===== src/hw/rtl/assert_macros.svh =====
// Assertion macros used by the lock-order cycle detector top level.
`ifndef ASSERT_MACROS_SVH
`define ASSERT_MACROS_SVH

// Clocked property, disabled while reset is high.
`define ASSERT_CLK_RST(lbl, clk, rst, prop, msg) \
  lbl: assert property (@(posedge clk) disable iff (rst) prop) else $error(msg);

// Clocked property, checked on every edge.
`define ASSERT_CLK(lbl, clk, prop, msg) \
  lbl: assert property (@(posedge clk) prop) else $error(msg);

`endif


===== src/hw/rtl/lockord_pkg.sv =====
// Package for the lock-order cycle detector: request codes and defaults.
package lockord_pkg;

  localparam int NUM_RESOURCES_DEF = 32;

  localparam int REQ_TYPE_W = 2;
  localparam int RES_ID_W   = 5;
  localparam int S_TDATA_W  = 8;
  localparam int M_TDATA_W  = 8;

  localparam logic [REQ_TYPE_W-1:0] REQ_ACQUIRE = 2'd0;
  localparam logic [REQ_TYPE_W-1:0] REQ_RELEASE = 2'd1;
  localparam logic [REQ_TYPE_W-1:0] REQ_CHECK   = 2'd2;

endpackage


===== src/hw/rtl/lockord_ram.sv =====
// Generic simple dual-port RAM with one write port and a registered read port.
module lockord_ram #(
  parameter int WIDTH = 8,
  parameter int DEPTH = 32
) (
  input  logic                     clk,
  input  logic                     we,
  input  logic [$clog2(DEPTH)-1:0] waddr,
  input  logic [WIDTH-1:0]         wdata,
  input  logic [$clog2(DEPTH)-1:0] raddr,
  output logic [WIDTH-1:0]         rdata
);

  logic [WIDTH-1:0] mem [DEPTH];

  always_ff @(posedge clk) begin
    if (we) begin
      mem[waddr] <= wdata;
    end
    rdata <= mem[raddr];
  end

endmodule


===== src/hw/rtl/lock_order_cycle_detector.sv =====
// Top level of the lock-order cycle detector (held set, edge matrix, DFS engine).
//
// Each input transaction is a request: acquire, release or check, naming a
// resource index. Acquire adds a lock-order edge from every held resource to
// the named one (a resource acquired while already held gets a self-edge) and
// then marks it held; release clears the held mark; check runs a depth-first
// search over the lock-order graph and returns one output transaction whose
// bit is 1 when the graph holds a cycle. Acquire and release return nothing,
// nor does request type 3; an out-of-range index drops an acquire or release.
// After reset the edge memory is cleared one row per cycle, and s_tready
// stays low until the clear is done. Acquire is a read-modify-write sweep
// over all rows of the edge memory. A check steps through the root slots,
// loads a root's row, pushes (step, row load), passes over edges, pops back
// to a parent (step, stack read, row reload), pops a root and then hands the
// flag to the output register; the single read port of the edge memory sets
// its pace. A finished check result waits in the output register while the
// next request is already taken.
`include "assert_macros.svh"

module lock_order_cycle_detector #(
  parameter int NUM_RESOURCES = lockord_pkg::NUM_RESOURCES_DEF
) (
  input  logic                             clk,
  input  logic                             rst,
  input  logic                             s_tvalid,
  output logic                             s_tready,
  // [1:0] req_type, [6:2] resource_id, [7] zero
  input  logic [lockord_pkg::S_TDATA_W-1:0] s_tdata,
  output logic                             m_tvalid,
  input  logic                             m_tready,
  // [0] cycle_found, [7:1] zero
  output logic [lockord_pkg::M_TDATA_W-1:0] m_tdata
);

  localparam int IW = $clog2(NUM_RESOURCES);      // resource index
  localparam int DW = $clog2(NUM_RESOURCES + 1);  // counts 0..N
  localparam int CW = DW;                         // stack cursor
  localparam int SW = IW + CW;                    // stack entry

  typedef enum logic [7:0] {
    S_CLR  = 8'b00000001,
    S_IDLE = 8'b00000010,
    S_ACQ  = 8'b00000100,
    S_ROOT = 8'b00001000,
    S_LOAD = 8'b00010000,
    S_STEP = 8'b00100000,
    S_POP  = 8'b01000000,
    S_DONE = 8'b10000000
  } state_t;

  state_t state;

  // input fields
  logic [lockord_pkg::REQ_TYPE_W-1:0] req_type;
  logic [lockord_pkg::RES_ID_W-1:0]   resource_id;
  logic                               id_ok;

  // control and search state
  logic [NUM_RESOURCES-1:0] held;
  logic [NUM_RESOURCES-1:0] visited;
  logic [NUM_RESOURCES-1:0] on_stack;
  logic [DW-1:0]            cnt;       // clear row / acquire sweep row
  logic                     wr_vld;    // row read last cycle, write now
  logic [IW-1:0]            wr_addr;
  logic [IW-1:0]            req_id;
  logic [DW-1:0]            root;
  logic [DW-1:0]            depth;
  logic [IW-1:0]            top_node;
  logic [CW-1:0]            top_cur;
  logic [NUM_RESOURCES-1:0] row;       // edge row of top_node
  logic                     done_flag;
  logic                     cycle_res;

  // next-edge search over the current row
  logic          found;
  logic [IW-1:0] nxt;
  logic [CW-1:0] nxt_cur;

  // memory ports
  logic                     edge_we;
  logic [IW-1:0]            edge_waddr;
  logic [NUM_RESOURCES-1:0] edge_wdata;
  logic [IW-1:0]            edge_raddr;
  logic [NUM_RESOURCES-1:0] edge_rdata;
  logic                     stk_we;
  logic [IW-1:0]            stk_waddr;
  logic [SW-1:0]            stk_wdata;
  logic [IW-1:0]            stk_raddr;
  logic [SW-1:0]            stk_rdata;
  logic [IW-1:0]            stk_node_rd;
  logic [CW-1:0]            stk_cur_rd;
  logic                     push;

  assign req_type    = s_tdata[1:0];
  assign resource_id = s_tdata[6:2];
  assign id_ok       = int'(resource_id) < NUM_RESOURCES;

  assign s_tready = (state == S_IDLE);
  assign m_tdata  = {{(lockord_pkg::M_TDATA_W-1){1'b0}}, cycle_res};

  assign stk_node_rd = stk_rdata[SW-1:CW];
  assign stk_cur_rd  = stk_rdata[CW-1:0];

  // first set bit of the row at or above the cursor
  always_comb begin
    found = 1'b0;
    nxt   = '0;
    for (int j = NUM_RESOURCES - 1; j >= 0; j--) begin
      if (row[j] && (j >= int'(top_cur))) begin
        found = 1'b1;
        nxt   = IW'(j);
      end
    end
  end

  assign nxt_cur = CW'(nxt) + CW'(1);
  assign push    = (state == S_STEP) && found && !on_stack[nxt] && !visited[nxt] &&
                   (depth < DW'(NUM_RESOURCES));

  always_comb begin
    case (state)
      S_ACQ:   edge_raddr = cnt[IW-1:0];
      S_ROOT:  edge_raddr = root[IW-1:0];
      S_STEP:  edge_raddr = nxt;
      S_POP:   edge_raddr = stk_node_rd;
      default: edge_raddr = top_node;
    endcase
  end

  // clearing pass writes zero rows; acquire writes back held rows
  assign edge_we    = (state == S_CLR) || ((state == S_ACQ) && wr_vld && held[wr_addr]);
  assign edge_waddr = (state == S_CLR) ? cnt[IW-1:0] : wr_addr;
  assign edge_wdata = (state == S_CLR) ? '0 : (edge_rdata | (NUM_RESOURCES'(1) << req_id));

  // stack keeps the levels below the top; top lives in top_node/top_cur
  assign stk_we    = push;
  assign stk_waddr = IW'(depth - DW'(1));
  assign stk_wdata = {top_node, nxt_cur};
  assign stk_raddr = IW'(depth - DW'(2));

  lockord_ram #(
    .WIDTH (NUM_RESOURCES),
    .DEPTH (NUM_RESOURCES)
  ) u_edge_ram (
    .clk   (clk),
    .we    (edge_we),
    .waddr (edge_waddr),
    .wdata (edge_wdata),
    .raddr (edge_raddr),
    .rdata (edge_rdata)
  );

  lockord_ram #(
    .WIDTH (SW),
    .DEPTH (NUM_RESOURCES)
  ) u_stack_ram (
    .clk   (clk),
    .we    (stk_we),
    .waddr (stk_waddr),
    .wdata (stk_wdata),
    .raddr (stk_raddr),
    .rdata (stk_rdata)
  );

  always_ff @(posedge clk) begin
    if (rst) begin
      state    <= S_CLR;
      cnt      <= '0;
      held     <= '0;
      visited  <= '0;
      on_stack <= '0;
      wr_vld   <= 1'b0;
      depth    <= '0;
      m_tvalid <= 1'b0;
    end else begin
      // S_DONE drives m_tvalid itself
      if (m_tvalid && m_tready && (state != S_DONE)) begin
        m_tvalid <= 1'b0;
      end
      case (state)
        S_CLR: begin
          if (cnt == DW'(NUM_RESOURCES - 1)) begin
            state <= S_IDLE;
          end else begin
            cnt <= cnt + DW'(1);
          end
        end
        S_IDLE: begin
          if (s_tvalid) begin
            case (req_type)
              lockord_pkg::REQ_ACQUIRE: begin
                if (id_ok) begin
                  req_id <= IW'(resource_id);
                  cnt    <= '0;
                  wr_vld <= 1'b0;
                  state  <= S_ACQ;
                end
              end
              lockord_pkg::REQ_RELEASE: begin
                if (id_ok) begin
                  held[IW'(resource_id)] <= 1'b0;
                end
              end
              lockord_pkg::REQ_CHECK: begin
                visited  <= '0;
                on_stack <= '0;
                root     <= '0;
                state    <= S_ROOT;
              end
              default: ;
            endcase
          end
        end
        S_ACQ: begin
          wr_vld  <= cnt < DW'(NUM_RESOURCES);
          wr_addr <= cnt[IW-1:0];
          if (cnt == DW'(NUM_RESOURCES)) begin
            // last row is written this cycle; held set updates after the sweep
            held[req_id] <= 1'b1;
            wr_vld       <= 1'b0;
            state        <= S_IDLE;
          end else begin
            cnt <= cnt + DW'(1);
          end
        end
        S_ROOT: begin
          if (root == DW'(NUM_RESOURCES)) begin
            done_flag <= 1'b0;
            state     <= S_DONE;
          end else if (visited[root[IW-1:0]]) begin
            root <= root + DW'(1);
          end else begin
            top_node                <= root[IW-1:0];
            top_cur                 <= '0;
            depth                   <= DW'(1);
            visited[root[IW-1:0]]  <= 1'b1;
            on_stack[root[IW-1:0]] <= 1'b1;
            state                   <= S_LOAD;
          end
        end
        S_LOAD: begin
          row   <= edge_rdata;
          state <= S_STEP;
        end
        S_STEP: begin
          if (!found) begin
            on_stack[top_node] <= 1'b0;
            depth              <= depth - DW'(1);
            if (depth == DW'(1)) begin
              root  <= root + DW'(1);
              state <= S_ROOT;
            end else begin
              state <= S_POP;
            end
          end else if (on_stack[nxt]) begin
            done_flag <= 1'b1;
            state     <= S_DONE;
          end else if (push) begin
            top_node      <= nxt;
            top_cur       <= '0;
            depth         <= depth + DW'(1);
            visited[nxt]  <= 1'b1;
            on_stack[nxt] <= 1'b1;
            state         <= S_LOAD;
          end else begin
            top_cur <= nxt_cur;
          end
        end
        S_POP: begin
          top_node <= stk_node_rd;
          top_cur  <= stk_cur_rd;
          state    <= S_LOAD;
        end
        S_DONE: begin
          if (!m_tvalid || m_tready) begin
            m_tvalid  <= 1'b1;
            cycle_res <= done_flag;
            state     <= S_IDLE;
          end
        end
        default: state <= S_IDLE;
      endcase
    end
  end

  // on-stack marks are always a subset of visited marks
  `ASSERT_CLK_RST(a_onstack_visited, clk, rst, (on_stack & ~visited) == '0, "on-stack mark without visited mark")
  // every stack level holds exactly one on-stack node
  `ASSERT_CLK_RST(a_depth_marks, clk, rst, (state == S_STEP) |-> ($countones(on_stack) == int'(depth)), "stack depth disagrees with on-stack marks")
  // the search never runs with an empty stack
  `ASSERT_CLK_RST(a_depth_nonzero, clk, rst, ((state == S_STEP) || (state == S_LOAD)) |-> (depth != '0), "search step with empty stack")
  // an acquire sweep ends with the resource marked held
  `ASSERT_CLK_RST(a_acq_held, clk, rst, ((state == S_ACQ) && (cnt == DW'(NUM_RESOURCES))) |=> held[req_id], "acquire did not set held mark")

endmodule

===== config.mk =====
export PLATFORM = sky130hd
export DESIGN_NAME = lock_order_cycle_detector
export DESIGN_NICKNAME = d
export VERILOG_FILES = /design/src/hw/rtl/lockord_pkg.sv /design/src/hw/rtl/lockord_ram.sv /design/src/hw/rtl/lock_order_cycle_detector.sv
export VERILOG_INCLUDE_DIRS = /design/src /design/src/hw/rtl
export SDC_FILE = /design/constraint.sdc
export NUM_CORES = 2
export LEC_CHECK = 0
export BUFFER_PORTS_ARGS = -buffer_cell sky130_fd_sc_hd__buf_4
export CORE_MARGIN = 5
export CORE_UTILIZATION = 55
export CTS_CLUSTER_DIAMETER = 30
export CTS_CLUSTER_SIZE = 8
export DETAILED_ROUTE_END_ITERATION = 12
export GPL_TIMING_DRIVEN = 0
export HOLD_SLACK_MARGIN = 0.03
export PLACE_DENSITY = 0.71
export SYNTH_ARGS = -nofsm -noshare
export SYNTH_HDL_FRONTEND = slang
export SYNTH_SLANG_ARGS = --single-unit

===== constraint.sdc =====
create_clock -name clk -period 6 [get_ports clk]
set_input_delay 1.2 -clock clk [delete_from_list [all_inputs] [get_ports clk]]
set_output_delay 1.2 -clock clk [all_outputs]
set_load 0.02 [all_outputs]

==> key figures <==
Worst setup path
  – Worst setup EP type: flop
  – Crit-path max FO: 11
  – Top delay family on crit path: compound AO/OA/AOI/OAI gates
  – Slowest stage delay, CP: 750 ps
  – Crit path buf inv count: 4
  – Arrival time of the worst setup path: 6400 ps
  – Setup crit start kind: flop
  – Crit-path cells: buf_6 > nor3_2 > buf_2 > nand2b_1 > o31a_1 > a211oi_1 > a32o_1 > clkdlybuf4s15_1 > mux4_2 > a21boi_1 > and2_1 > nand4_1 > buf_4 > nor2_2
  – Crit path required time: 6470 ps
  – CP Class: flop to flop
  – Cell with the largest stage delay on the worst path: clkdlybuf4s15_1

Clock tree
  – Total CTS buffers: 328
  – CTS tree: built
  – Clk root buf: clkbuf_16
  – Max Root-Sink Buffers: 4
  – Clk sinks: 1598
  – Clock transition at the registers of the reported paths: 50 ps
  – H-Tree Depth: 5
  – Cts hold-fix bufs: 0
  – Worst skew pair latency: 900 ps

Power
  – Pwr Density: 393 mW/mm2
  – Design Power: 31.3 mW
  – Leakage power: 26.4 nW
  – Worst IR Drop VDD: 0.301 mV

Timing
  – Fin crit period: 5930 ps
  – Max-slew violation count: 0
  – Setup TNS Final: 0 ps
  – Worst setup margin: 73.5 ps
  – Final setup vio count: 0
  – RSZ-0062 raised after global routing: yes
  – Period utilization: 0.988
  – Final hold vios: 0
  – Worst-Margin Slew: 1420 ps
  – Worst hold slack: 437 ps
  – Max_slew headroom: 0.0450
  – Layout Skew: 84.3 ps
  – Fmax: 169 MHz

Detailed routing
  – Initial DRC Count: 5951
  – Wirelength, routed: 192000 um
  – Drt via density: 6.76
  – DR vias: 40.9k
  – DRT Pass-1 Iters: 8
  – Antenna Nets Post-Route: 0
  – Avg WL per Cell: 31.9 um
  – DR DRC count: 0

Yosys
  – Synth Flop Type: edfxtp_1
  – YS warnings: 0
  – Ys async rst share: 0
  – Netlist cell types: 92
  – Syn Std Cell Area: 0.0652 mm2
  – Sequential share of the synthesized area: 0.711
  – Yosys reg bits: 1598
  – Number of synthesized flops with an enable pin: 1437
  – Mapped Avg Cell Area: 17.0 um2
  – Gate Count Post-Synth: 3841

Global route
  – Number of global-route vias before repair: 41.0k
  – Antenna violations before repair: 9
  – Tot GR Track Use: 0.307
  – GRT Residual Overflow: 0
  – Largest net degree at the start of global routing: 41
  – First-pass GRT wire length: 281000 um

Floorplan
  – Die Wd: 354 um
  – Placeable Area: 0.118 mm2
  – Boundary Pins: 22
  – Initial Utilization: 0.553
  – Die ar.: 0.126 mm2
  – Num rows: 126
  – Die Span Y: 354 um

Finish
  – Layout cells sized above 1: 0.272
  – FILL cells: 7293
  – Area of the multi-input gates: 0.0183 mm2
  – Final Core Density: 0.676
  – Layout Nets: 4309
  – Synth-to-layout area growth: 22.2%
  – Storage cell area: 0.0464 mm2

Placed design
  – GPL Wtd Cong: 0.978
  – Dpl ws: -1080 ps
  – Detailed placement HPWL: 119000 um
  – IO buf count: 13

Run status
  – Outcome: complete, no violations

Worst hold path
  – HP Class: flop to flop

Flow run
  – Max Cap Viol: 0
[synthesized netlist by cell type (all sizes together), types with 8 or more instances]
library cell | n | area share
a211oi | 28 | 0.0032
a21o | 8 | 0.00092
a21oi | 280 | 0.022
a22oi | 17 | 0.0020
a31o | 33 | 0.0044
a31oi | 16 | 0.0015
a32o | 22 | 0.0034
a32oi | 15 | 0.0020
and2 | 17 | 0.0016
and3 | 20 | 0.0019
buf | 101 | 0.0083
clkbuf | 139 | 0.0080
dfxtp | 161 | 0.049
edfxtp | 1437 | 0.66
ha | 19 | 0.0036
inv | 27 | 0.0016
mux2 | 17 | 0.0029
mux2i | 19 | 0.0029
mux4 | 385 | 0.13
nand2 | 414 | 0.024
nand2b | 16 | 0.0015
nand3 | 42 | 0.0033
nand3b | 11 | 0.0013
nand4 | 23 | 0.0022
nor2 | 171 | 0.0099
nor2b | 24 | 0.0023
nor3 | 54 | 0.0044
nor3b | 16 | 0.0018
nor4 | 13 | 0.0016
o211a | 8 | 0.0012
o211ai | 16 | 0.0019
o21a | 8 | 0.00092
o21ai | 84 | 0.0064
o221a | 16 | 0.0028
o31ai | 13 | 0.0015
or2 | 13 | 0.0012
or4 | 33 | 0.0038
xnor2 | 10 | 0.0013
[routing by layer]
| layer | vias up | share of wire | global-route usage |
|---|---|---|---|
| li1 | 16400 | - | - |
| met1 | 20600 | 0.36 | 0.409 |
| met2 | 3130 | 0.46 | 0.472 |
| met3 | 705 | 0.11 | 0.0809 |
| met4 | 8 | 0.062 | 0.160 |
| met5 | - | 0.00027 | 0 |
[through the flow]
| step | std cells | cell area, um2 |
|---|---|---|
| floorplan | 3847 | 65300 |
| global placement | 5396 | 67300 |
| detailed placement | 5464 | 69000 |
| CTS | 6026 | 79600 |
| global route | 6037 | 79700 |
| finish | 6041 | 79700 |
[registers in the layout, indices dropped and copies added, names as in the netlist]
name / cells
cycle_res: 1
on_stack: 32
depth: 6
state: 8
wr_vld: 1
done_flag: 1
row: 32
wr_addr: 5
m_tvalid: 1
top_cur: 6
held: 32
u_stack_ram.rdata: 11
u_stack_ram.mem: 352
req_id: 5
cnt: 6
root: 6
u_edge_ram.mem: 1024
top_node: 5
u_edge_ram.rdata: 32
visited: 32
[where the power goes]
part | leakage (nW) | internal [mW] | switching, mW
clock | 4.98 | 11.4 | 5.63
combinational | 6.85 | 0.395 | 1.01
sequential | 14.5 | 12.8 | 0.117
[layout make-up]
class                   count  share of cell area
repair buffers            100              0.0204
well taps                1536              0.0241
multi-input cells        1983               0.230
clock inverters           154              0.0197
flip-flops and latches   1598               0.582
diodes                      5            0.000157
inverters                  28             0.00135
plain buffers             239              0.0136
clock buffers             398               0.110
[timing repair]
item,CTS,global route
gates cloned,1,1
pin swaps,5,2
setup buffers,10,6
hold endpoints to repair,0,0
setup endpoints to repair,412,407
gates resized for setup,50,18
[kinds of logic after synthesis]
kind of cell / Yosys count / synth area share
DFF: 1598 / 0.711
buffers and inverters: 268 / 0.0180
adders and majority gates: 19 / 0.00364
other: 1 / 0.0000575
muxes: 421 / 0.139
AOI/OAI and AO/OA: 630 / 0.0631
xor gates and xnor gates: 16 / 0.00215
and+or+nand+nor: 888 / 0.0635
[final timing paths]
path,start,endpoint,slack (ps),cells after the start
worst max register to register,top_cur[5]$_DFFE_PP_,u_stack_ram.mem[2][6]$_DFFE_PP_,70,14
worst max-delay path,top_cur[5]$_DFFE_PP_,u_stack_ram.mem[2][6]$_DFFE_PP_,70,14
worst min-delay path,u_edge_ram.rdata[10]$_DFF_P_,row[10]$_DFFE_PP_,440,0
worst min register to register,u_edge_ram.rdata[10]$_DFF_P_,row[10]$_DFFE_PP_,440,0
[layout by cell type (no fill, tap or decap), types with 16 or more instances in the layout]
cell type,instances
and3_1,20
o221a_2,16
mux4_2,385
buf_2,67
a21oi_1,279
bufinv_16,28
ha_1,19
clkbuf_16,336
buf_12,32
mux2i_1,19
clkinv_1,42
nand4_1,23
a22oi_1,17
edfxtp_1,1437
nor2_4,46
buf_8,19
nand3_1,41
buf_16,16
nor3_1,52
buf_4,40
a211oi_1,28
nand2b_1,16
a31o_1,20
nor2_1,78
or4_1,33
o21ai_0,80
mux2_2,16
nand2_1,413
a32o_1,22
nor2_2,47
clkinvlp_4,26
dfxtp_1,161
clkinv_2,39
buf_1,20
inv_1,24
clkbuf_1,179
Note: power is estimated with default switching activity, not from simulation.
